--- config.mk ---
export PLATFORM = sky130hd
export DESIGN_NAME = bc_out
export DESIGN_NICKNAME = d
export VERILOG_FILES = /design/src/hdl/bc_pkg.sv /design/src/hdl/bc_out.sv
export SDC_FILE = /design/constraint.sdc
export NUM_CORES = 1
export LEC_CHECK = 0
export BUFFER_PORTS_ARGS = -buffer_cell sky130_fd_sc_hd__buf_2
export CORE_MARGIN = 2
export CORE_UTILIZATION = 39
export CTS_BUF_LIST = sky130_fd_sc_hd__clkbuf_4 sky130_fd_sc_hd__clkbuf_8
export CTS_CLUSTER_DIAMETER = 120
export DETAILED_ROUTE_END_ITERATION = 16
export HOLD_SLACK_MARGIN = 0.1
export MAX_ROUTING_LAYER = met4
export SLEW_MARGIN = 20
export SYNTH_ARGS = -nofsm -noshare
export SYNTH_HDL_FRONTEND = slang
export SYNTH_SLANG_ARGS = --single-unit
--- constraint.sdc ---
create_clock -name clk_i -period 3 [get_ports clk_i]
set_input_delay 0.6 -clock clk_i [delete_from_list [all_inputs] [get_ports clk_i]]
set_output_delay 0.6 -clock clk_i [all_outputs]
set_load 0.005 [all_outputs]
--- src/hdl/bc_pkg.sv ---
package bc_pkg;

  // geometry of one query
  localparam int unsigned NumPoints = 4;
  localparam int unsigned NumAxes   = 3;
  localparam int unsigned NumEdges  = 3;

  // dot product slots
  localparam int unsigned NumDots = 5;
  localparam int unsigned D00     = 0;
  localparam int unsigned D01     = 1;
  localparam int unsigned D11     = 2;
  localparam int unsigned D20     = 3;
  localparam int unsigned D21     = 4;

  // second level products: d00*d11, d01*d01, d11*d20, d01*d21, d00*d21, d01*d20
  localparam int unsigned NumProds = 6;

  // quotient lanes
  localparam int unsigned NumLanes = 2;
  localparam int unsigned LaneV    = 0;
  localparam int unsigned LaneW    = 1;

  // result format
  localparam int unsigned WeightBits = 32;
  localparam logic [WeightBits-1:0] WeightMaxBits = {1'b0, {(WeightBits-1){1'b1}}};
  localparam logic [WeightBits-1:0] WeightMinBits = {1'b1, {(WeightBits-1){1'b0}}};

  // per item flags that travel alongside the quotient datapath
  typedef struct packed {
    logic                degen;
    logic [NumLanes-1:0] neg;
    logic [NumLanes-1:0] ovf;
  } bc_side_t;

endpackage

--- src/hdl/bc_out.sv ---
module bc_out
  import bc_pkg::*;
#(
  parameter int unsigned WEIGHT_FRAC_BITS = 16
) (
  input  logic                  clk_i,
  input  logic                  rst_ni,
  input  logic                  in_valid_i,
  output logic                  in_ready_o,
  input  logic [WeightBits-1:0] quo_i [NumLanes],
  input  bc_side_t              side_i,
  output logic                  out_valid_o,
  input  logic                  out_ready_i,
  output logic [WeightBits-1:0] weight_a_o,
  output logic [WeightBits-1:0] weight_b_o,
  output logic [WeightBits-1:0] weight_c_o,
  output logic                  degenerate_o,
  output logic                  saturated_o
);

  localparam int unsigned NumStages = 2;
  localparam int unsigned SumBits   = WeightBits + 2;
  localparam logic signed [SumBits-1:0] OneFix = SumBits'(1) <<< WEIGHT_FRAC_BITS;
  localparam logic signed [SumBits-1:0] SumMax = SumBits'($signed(WeightMaxBits));
  localparam logic signed [SumBits-1:0] SumMin = SumBits'($signed(WeightMinBits));

  logic [NumStages-1:0] valid_q;
  logic [NumStages-1:0] en;

  logic [WeightBits-1:0]     vw_d [NumLanes];
  logic [WeightBits-1:0]     vw_q [NumLanes];
  logic                      sat0_d, sat0_q;
  logic                      degen0_q;
  logic signed [SumBits-1:0] u_sum;
  logic [WeightBits-1:0]     u_d;
  logic                      sat1_d;
  logic [WeightBits-1:0]     wa_q, wb_q, wc_q;
  logic                      degen_q, sat_q;

  always_comb begin
    en[NumStages-1] = !valid_q[NumStages-1] || out_ready_i;
    en[0]           = !valid_q[0] || en[1];
  end

  always_ff @(posedge clk_i or negedge rst_ni) begin
    if (!rst_ni) begin
      valid_q <= '0;
    end else begin
      if (en[0]) valid_q[0] <= in_valid_i;
      if (en[1]) valid_q[1] <= valid_q[0];
    end
  end

  // apply sign and clip v and w
  always_comb begin
    sat0_d = 1'b0;
    for (int l = 0; l < NumLanes; l++) begin
      if (side_i.neg[l]) begin
        if (side_i.ovf[l] || quo_i[l] > WeightMinBits) begin
          vw_d[l] = WeightMinBits;
          sat0_d  = 1'b1;
        end else begin
          vw_d[l] = WeightBits'(0) - quo_i[l];
        end
      end else begin
        if (side_i.ovf[l] || quo_i[l] > WeightMaxBits) begin
          vw_d[l] = WeightMaxBits;
          sat0_d  = 1'b1;
        end else begin
          vw_d[l] = quo_i[l];
        end
      end
    end
  end

  // u from the clipped v and w, then clip
  always_comb begin
    u_sum = OneFix - SumBits'($signed(vw_q[LaneV])) - SumBits'($signed(vw_q[LaneW]));
    if (u_sum > SumMax) begin
      u_d    = WeightMaxBits;
      sat1_d = 1'b1;
    end else if (u_sum < SumMin) begin
      u_d    = WeightMinBits;
      sat1_d = 1'b1;
    end else begin
      u_d    = u_sum[WeightBits-1:0];
      sat1_d = 1'b0;
    end
  end

  always_ff @(posedge clk_i) begin
    if (en[0]) begin
      vw_q     <= vw_d;
      sat0_q   <= sat0_d;
      degen0_q <= side_i.degen;
    end
    if (en[1]) begin
      degen_q <= degen0_q;
      if (degen0_q) begin
        wa_q  <= '0;
        wb_q  <= '0;
        wc_q  <= '0;
        sat_q <= 1'b0;
      end else begin
        wa_q  <= u_d;
        wb_q  <= vw_q[LaneV];
        wc_q  <= vw_q[LaneW];
        sat_q <= sat0_q || sat1_d;
      end
    end
  end

  assign in_ready_o   = en[0];
  assign out_valid_o  = valid_q[NumStages-1];
  assign weight_a_o   = wa_q;
  assign weight_b_o   = wb_q;
  assign weight_c_o   = wc_q;
  assign degenerate_o = degen_q;
  assign saturated_o  = sat_q;

endmodule

# Word-level counts from Yosys, hierarchy flattened

Cells that the tools add are included.

Register bits: 166
Logic and storage cells: 48

Magnitude comparators: 6
$add $sub $neg: 4
Reduce and logical (&&, ||, !) cells: 10
Muxes and demuxes: 16

Operators with widths:

| kind                                                                              | number |
|---|---|
| 32-bit two-way mux                                                                | 7 |
| 32-bit by 31-bit greater-than comparator with 1-bit output, second input constant | 2 |
| 32-bit greater-than comparator, second input constant                             | 2 |
| 1-bit by 32-bit subtractor with 32-bit output, first input constant               | 2 |
| 34-bit by 32-bit greater-than comparator with 1-bit output, second input constant | 1 |
| 34-bit by 32-bit less-than comparator with 1-bit output, second input constant    | 1 |
| 33-bit by 32-bit subtractor with 34-bit output                                    | 1 |
| 18-bit by 32-bit subtractor with 33-bit output, first input constant              | 1 |
| 31-bit two-way mux                                                                | 1 |
| 1-bit two-way mux                                                                 | 8 |
| 1-bit logical OR                                                                  | 7 |
| 1-bit zero test                                                                   | 2 |
| 2-bit OR reduction                                                                | 1 |

# Longest topological paths before layout

Depth in word-level cells: 6
Mapped depth: 16
Mapped depth without buffers: 14

# Least setup slack after synthesis

OpenSTA, ideal clock, no wires.

Path kind: input-to-reg
Start point: input out_ready_i
End point: register degen_q, in the netlist degenerate_o, enable pin
Setup time: 0.475 ns
Buffers on the path: 0
Cell stages on the path: 1
Arrival time: 2.997 ns
Slack: -0.471 ns
Cell sequence: nand2b_1

Word-level cells in the longest chain between the ends: 1

RTL lines:

| element              | RTL line     | source |
|---|---|---|
| start, declared      | bc_out.sv:13 | `input logic out_ready_i,` |
| 1-bit logical OR     | bc_out.sv:41 | `en[NumStages-1] = !valid_q[NumStages-1] \|\| out_ready_i;` |
| end signal, assigned | bc_out.sv:98 | `degen_q <= degen0_q;` |
| end, declared        | bc_out.sv:38 | `logic degen_q, sat_q;` |

Every way passes these cells.
A chain may end at the register's enable or synchronous reset.

# Worst setup path in the final report

Start point: register vw_q[33] (netlist bit)
End point: register wa_q[30], in the netlist weight_a_o[30], data pin

Word-level cells in the longest chain between the ends: 5
Elaborated cells between the ends (all ways): 6

RTL lines:

| element                                                 | RTL line      | source |
|---|---|---|
| start, declared                                         | bc_out.sv:31  | `logic [WeightBits-1:0] vw_q [NumLanes];` |
| start signal, assigned                                  | bc_out.sv:93  | `vw_q <= vw_d;` |
| 18-bit by 32-bit subtractor with 33-bit output (*)      | bc_out.sv:78  | `u_sum = OneFix - SumBits'($signed(vw_q[LaneV])) - SumBits'($signed(vw_q[LaneW]));` |
| 33-bit by 32-bit subtractor with 34-bit output (*)      | bc_out.sv:78  |  |
| 34-bit by 32-bit less-than comparator with 1-bit output | bc_out.sv:82  | `end else if (u_sum < SumMin) begin` |
| 32-bit two-way mux                                      | bc_out.sv:82  |  |
| 31-bit two-way mux (*)                                  | bc_out.sv:79  | `if (u_sum > SumMax) begin` |
| end signal, assigned                                    | bc_out.sv:105 | `wa_q <= u_d;` |
| end, declared                                           | bc_out.sv:37  | `logic [WeightBits-1:0] wa_q, wb_q, wc_q;` |

Every way passes the cells marked *; elsewhere a longest branch is shown, timed or not.

==> results.yml <==
status:
  status: "finished, violations left"
  violations: "negative setup slack"
cts:
  cts.sinks: 166
  cts_tree: "done"
  clockBufferDepth: 2
  cts_buffers: 17
  cts-root-buf: "clkbuf_8"
  worstSkewPairLatency_ns: 0.47
  clkTransAtPathRegs_ns: 0.10
  htree_levels: 4
sta:
  hold_violations: 0
  finalSetupTns_ns: -5.80
  clock_skew_ns: 0.0116
  relSlewSlack_pct: 46.7
  maxSlewViolCount: 0
  max_clock_freq_mhz: 311
  setup-violations-final: 33
  grt_setup_unrepaired: "true"
  tightest_slew_ns: 0.799
  setup_slack_ns: -0.215
  post-route-min-period_ns: 3.22
  min_period_over_period_pct: 107
synthesis:
  synth_seq_cells: 166
  async_flop_share_pct: 1.20
  ys_warn_count: 0
  syn_nets: 1113
  synth_area_sq_um: 9980
  synthTopCellsByArea: "edfxtp_1 (49%), ha_1 (8.3%), o21ai_0 (4.1%)"
  synth.distinct_cells: 69
  ys_seq_area_share_pct: 49.9
  syn_inst: 973
  synth_edf_count: 164
  synth_ff_type: "edfxtp_1"
  synth_top_area_share_pct: 49.4
  syn_avg_cell_area_sq_um: 10.3
  synth_top_cell_by_area: "edfxtp_1"
drt:
  first_iter_violations: 533
  drc: 0
  wl_per_cell_um: 17.2
  first_pass_iters: 7
  vias: 8743
  wirelength_um: 28900
  viasPerCell: 5.20
  ant_nets: 0
cells_and_area:
  final_cells: 1682
  layout-drive-gt1-share_pct: 38.0
  final_nets: 1475
  utilization_pct: 53.7
  flow.area_growth_from_synthesis_pct: 35.5
  fillers: 2277
placement:
  post-place-ws_ns: -0.494
  gp_congestion: 0.934
  dp_cells: 1628
  hpwl_um: 22400
  io_buffers: 172
power_and_ir_drop:
  p_leak_nw: 6.12
  peakVddDrop_uv: 284
  power.total_w: 0.00739
  p_per_area_nw_per_um2: 547
grt:
  grt_max_degree: 57
  grt_pass1_wl_um: 44800
  grt_pass1_vias: 8290
  grtUsageTotal_pct: 22.6
  antenna_found_initial: 4
  grt-ovfl-total: 0
critical_path:
  slowest_stage: "edfxtp_1"
  worstSetupPathType: "reg2reg"
  end_kind: "flip-flop"
  required_ns: 3.33
  worstPathArrival_ns: 3.54
  cp_cell_sequence: "ha_1 -> inv_1 -> ha_2 -> inv_2 -> fa_2 -> nand2b_4 -> a21oi_4 -> o211a_4 -> o21ai_4 -> a21oi_2 -> xor2_2 -> nand2_1 -> a21o_4 -> buf_16 -> o21ai_1"
  start_kind: "flip-flop"
  critical-path-max-stage-delay_ns: 0.43
  cp_max_fo: 15
die:
  chipHeight_um: 164
  rows: 58
  die_x_um: 164
  initial_utilization_pct: 39.6
  coreArea_sq_um: 25200
  die_area_sq_um: 26900
  num_io_pins: 173
flow_run:
  cap_violations: 0
hold_path:
  hold_class: "in2reg"
-- repair_timing --
item	CTS	global route
setup endpoints to repair	32	38
gates cloned	1	2
endpoints found under the hold margin	2	0
gates resized for setup	41	32
buffers inserted	14	3
pin swaps	18	13
hold buffers	1	0
-- routing by layer --
layer / wire length (um) / global-route usage (%) / up-vias
li1: - / - / 4333
met1: 13300 / 30.9 / 4105
met2: 13300 / 34.8 / 274
met3: 1730 / 3.74 / 31
met4: 568 / 6.50 / 0
met5: 0 / - / -
-- worst paths after layout --
check                                        from                            to  slack [ns]  depth (start not counted)
hold / removal                          side_i[4]            degen0_q$_DFFE_PP_        0.29                          1
min in group asynchronous                  rst_ni        valid_q[1]$_DFFE_PN0P_        0.44                          2
setup reg to reg               vw_q[33]$_DFFE_PP_  weight_a_o[30]$_SDFFCE_PP0P_       -0.22                         15
max in group asynchronous                  rst_ni        valid_q[0]$_DFFE_PN0P_        2.47                          2
setup / recovery               vw_q[33]$_DFFE_PP_  weight_a_o[30]$_SDFFCE_PP0P_       -0.22                         15
hold reg to reg            valid_q[0]$_DFFE_PN0P_        valid_q[1]$_DFFE_PN0P_        0.48                          1
-- synthesized netlist by cell type, types with 5 or more instances --
library cell  count
a21o_1           24
a21oi_1          45
a31oi_1           6
buf_1             5
buf_2             9
clkbuf_1         27
edfxtp_1        164
ha_1             66
inv_1            93
nand2_1          74
nand2b_1         13
nand3_1          17
nor2_1           92
nor2b_1           7
nor3_1           28
nor3_2            5
nor4_1            8
o211ai_1          6
o21ai_0          82
o21ai_1           6
o311ai_1         45
o31ai_1           5
o41ai_1           7
or2_2             5
or3_1            14
or3_4             6
or4_1            10
xnor2_1          12
xor2_1           17
-- flip-flops by register name (all words and copies together), names as in the netlist --
register,cells
degenerate_o,1
weight_c_o,32
weight_a_o,32
saturated_o,1
sat0_q,1
valid_q,2
weight_b_o,32
degen0_q,1
vw_q,64
-- cell usage in the layout, fill, tap and decap left out, drive strengths merged, types with 17 or more instances in the layout --
cell    synthesis  routed
ha             66      66
buf            16     384
a21o           25      25
edfxtp        164     164
nor2           93      93
o311ai         48      48
clkbuf         27      18
nor3           33      33
nand2          77      77
o21ai          89      89
inv            93     104
nand3          17      17
or3            20      20
a21oi          46      46
xor2           17      17
-- report_power, final --
group	total (W)	internal (W)	switching [W]
combinational	0.00267	0.00126	0.00141
clock	0.00165	0.000694	0.000952
sequential	0.00308	0.00297	0.000108
total	0.00739	0.00492	0.00247
-- critical path, delay by kind of cell (launching register included) --
kind                       cells  cell delay (ns)
adders and majority gates      3             0.80
and+or+nand+nor                2             0.27
buffers and inverters          3             0.26
DFF                            1             0.43
AOI/OAI and AO/OA              6             1.07
xor gates and xnor gates       1             0.21
-- kinds of logic after synthesis --
logic type | count (synthesis) | synth area share, %
XOR/XNOR | 29 | 2.55
adder cells (fa/ha/maj) | 67 | 8.48
flip-flops | 166 | 49.9
buffers and inverters | 137 | 5.42
AND/OR/NAND/NOR | 313 | 16.4
AO/OA/AOI/OAI | 261 | 17.3
-- through the flow --
stage                     hold slack, ns  area [sq um]
final                              0.289         13500
after global routing               0.267         13500
after CTS                          0.263         13300
after detailed placement           0.390         12700
after global placement             0.386         12700
after floorplan                    0.304         10100
-- cell type report --
cell class / instances / area [sq um] / share of cell area, %
diodes: 4 / 10.0 / 0.0740
clock buffers: 17 / 234 / 1.73
clock inverters: 15 / 156 / 1.16
inverters: 94 / 353 / 2.61
multi-input cells: 670 / 4780 / 35.4
flip-flops and latches: 166 / 4970 / 36.8
well taps: 330 / 413 / 3.05
repair buffers: 386 / 2600 / 19.2
Power figures use the tool's default switching activity.
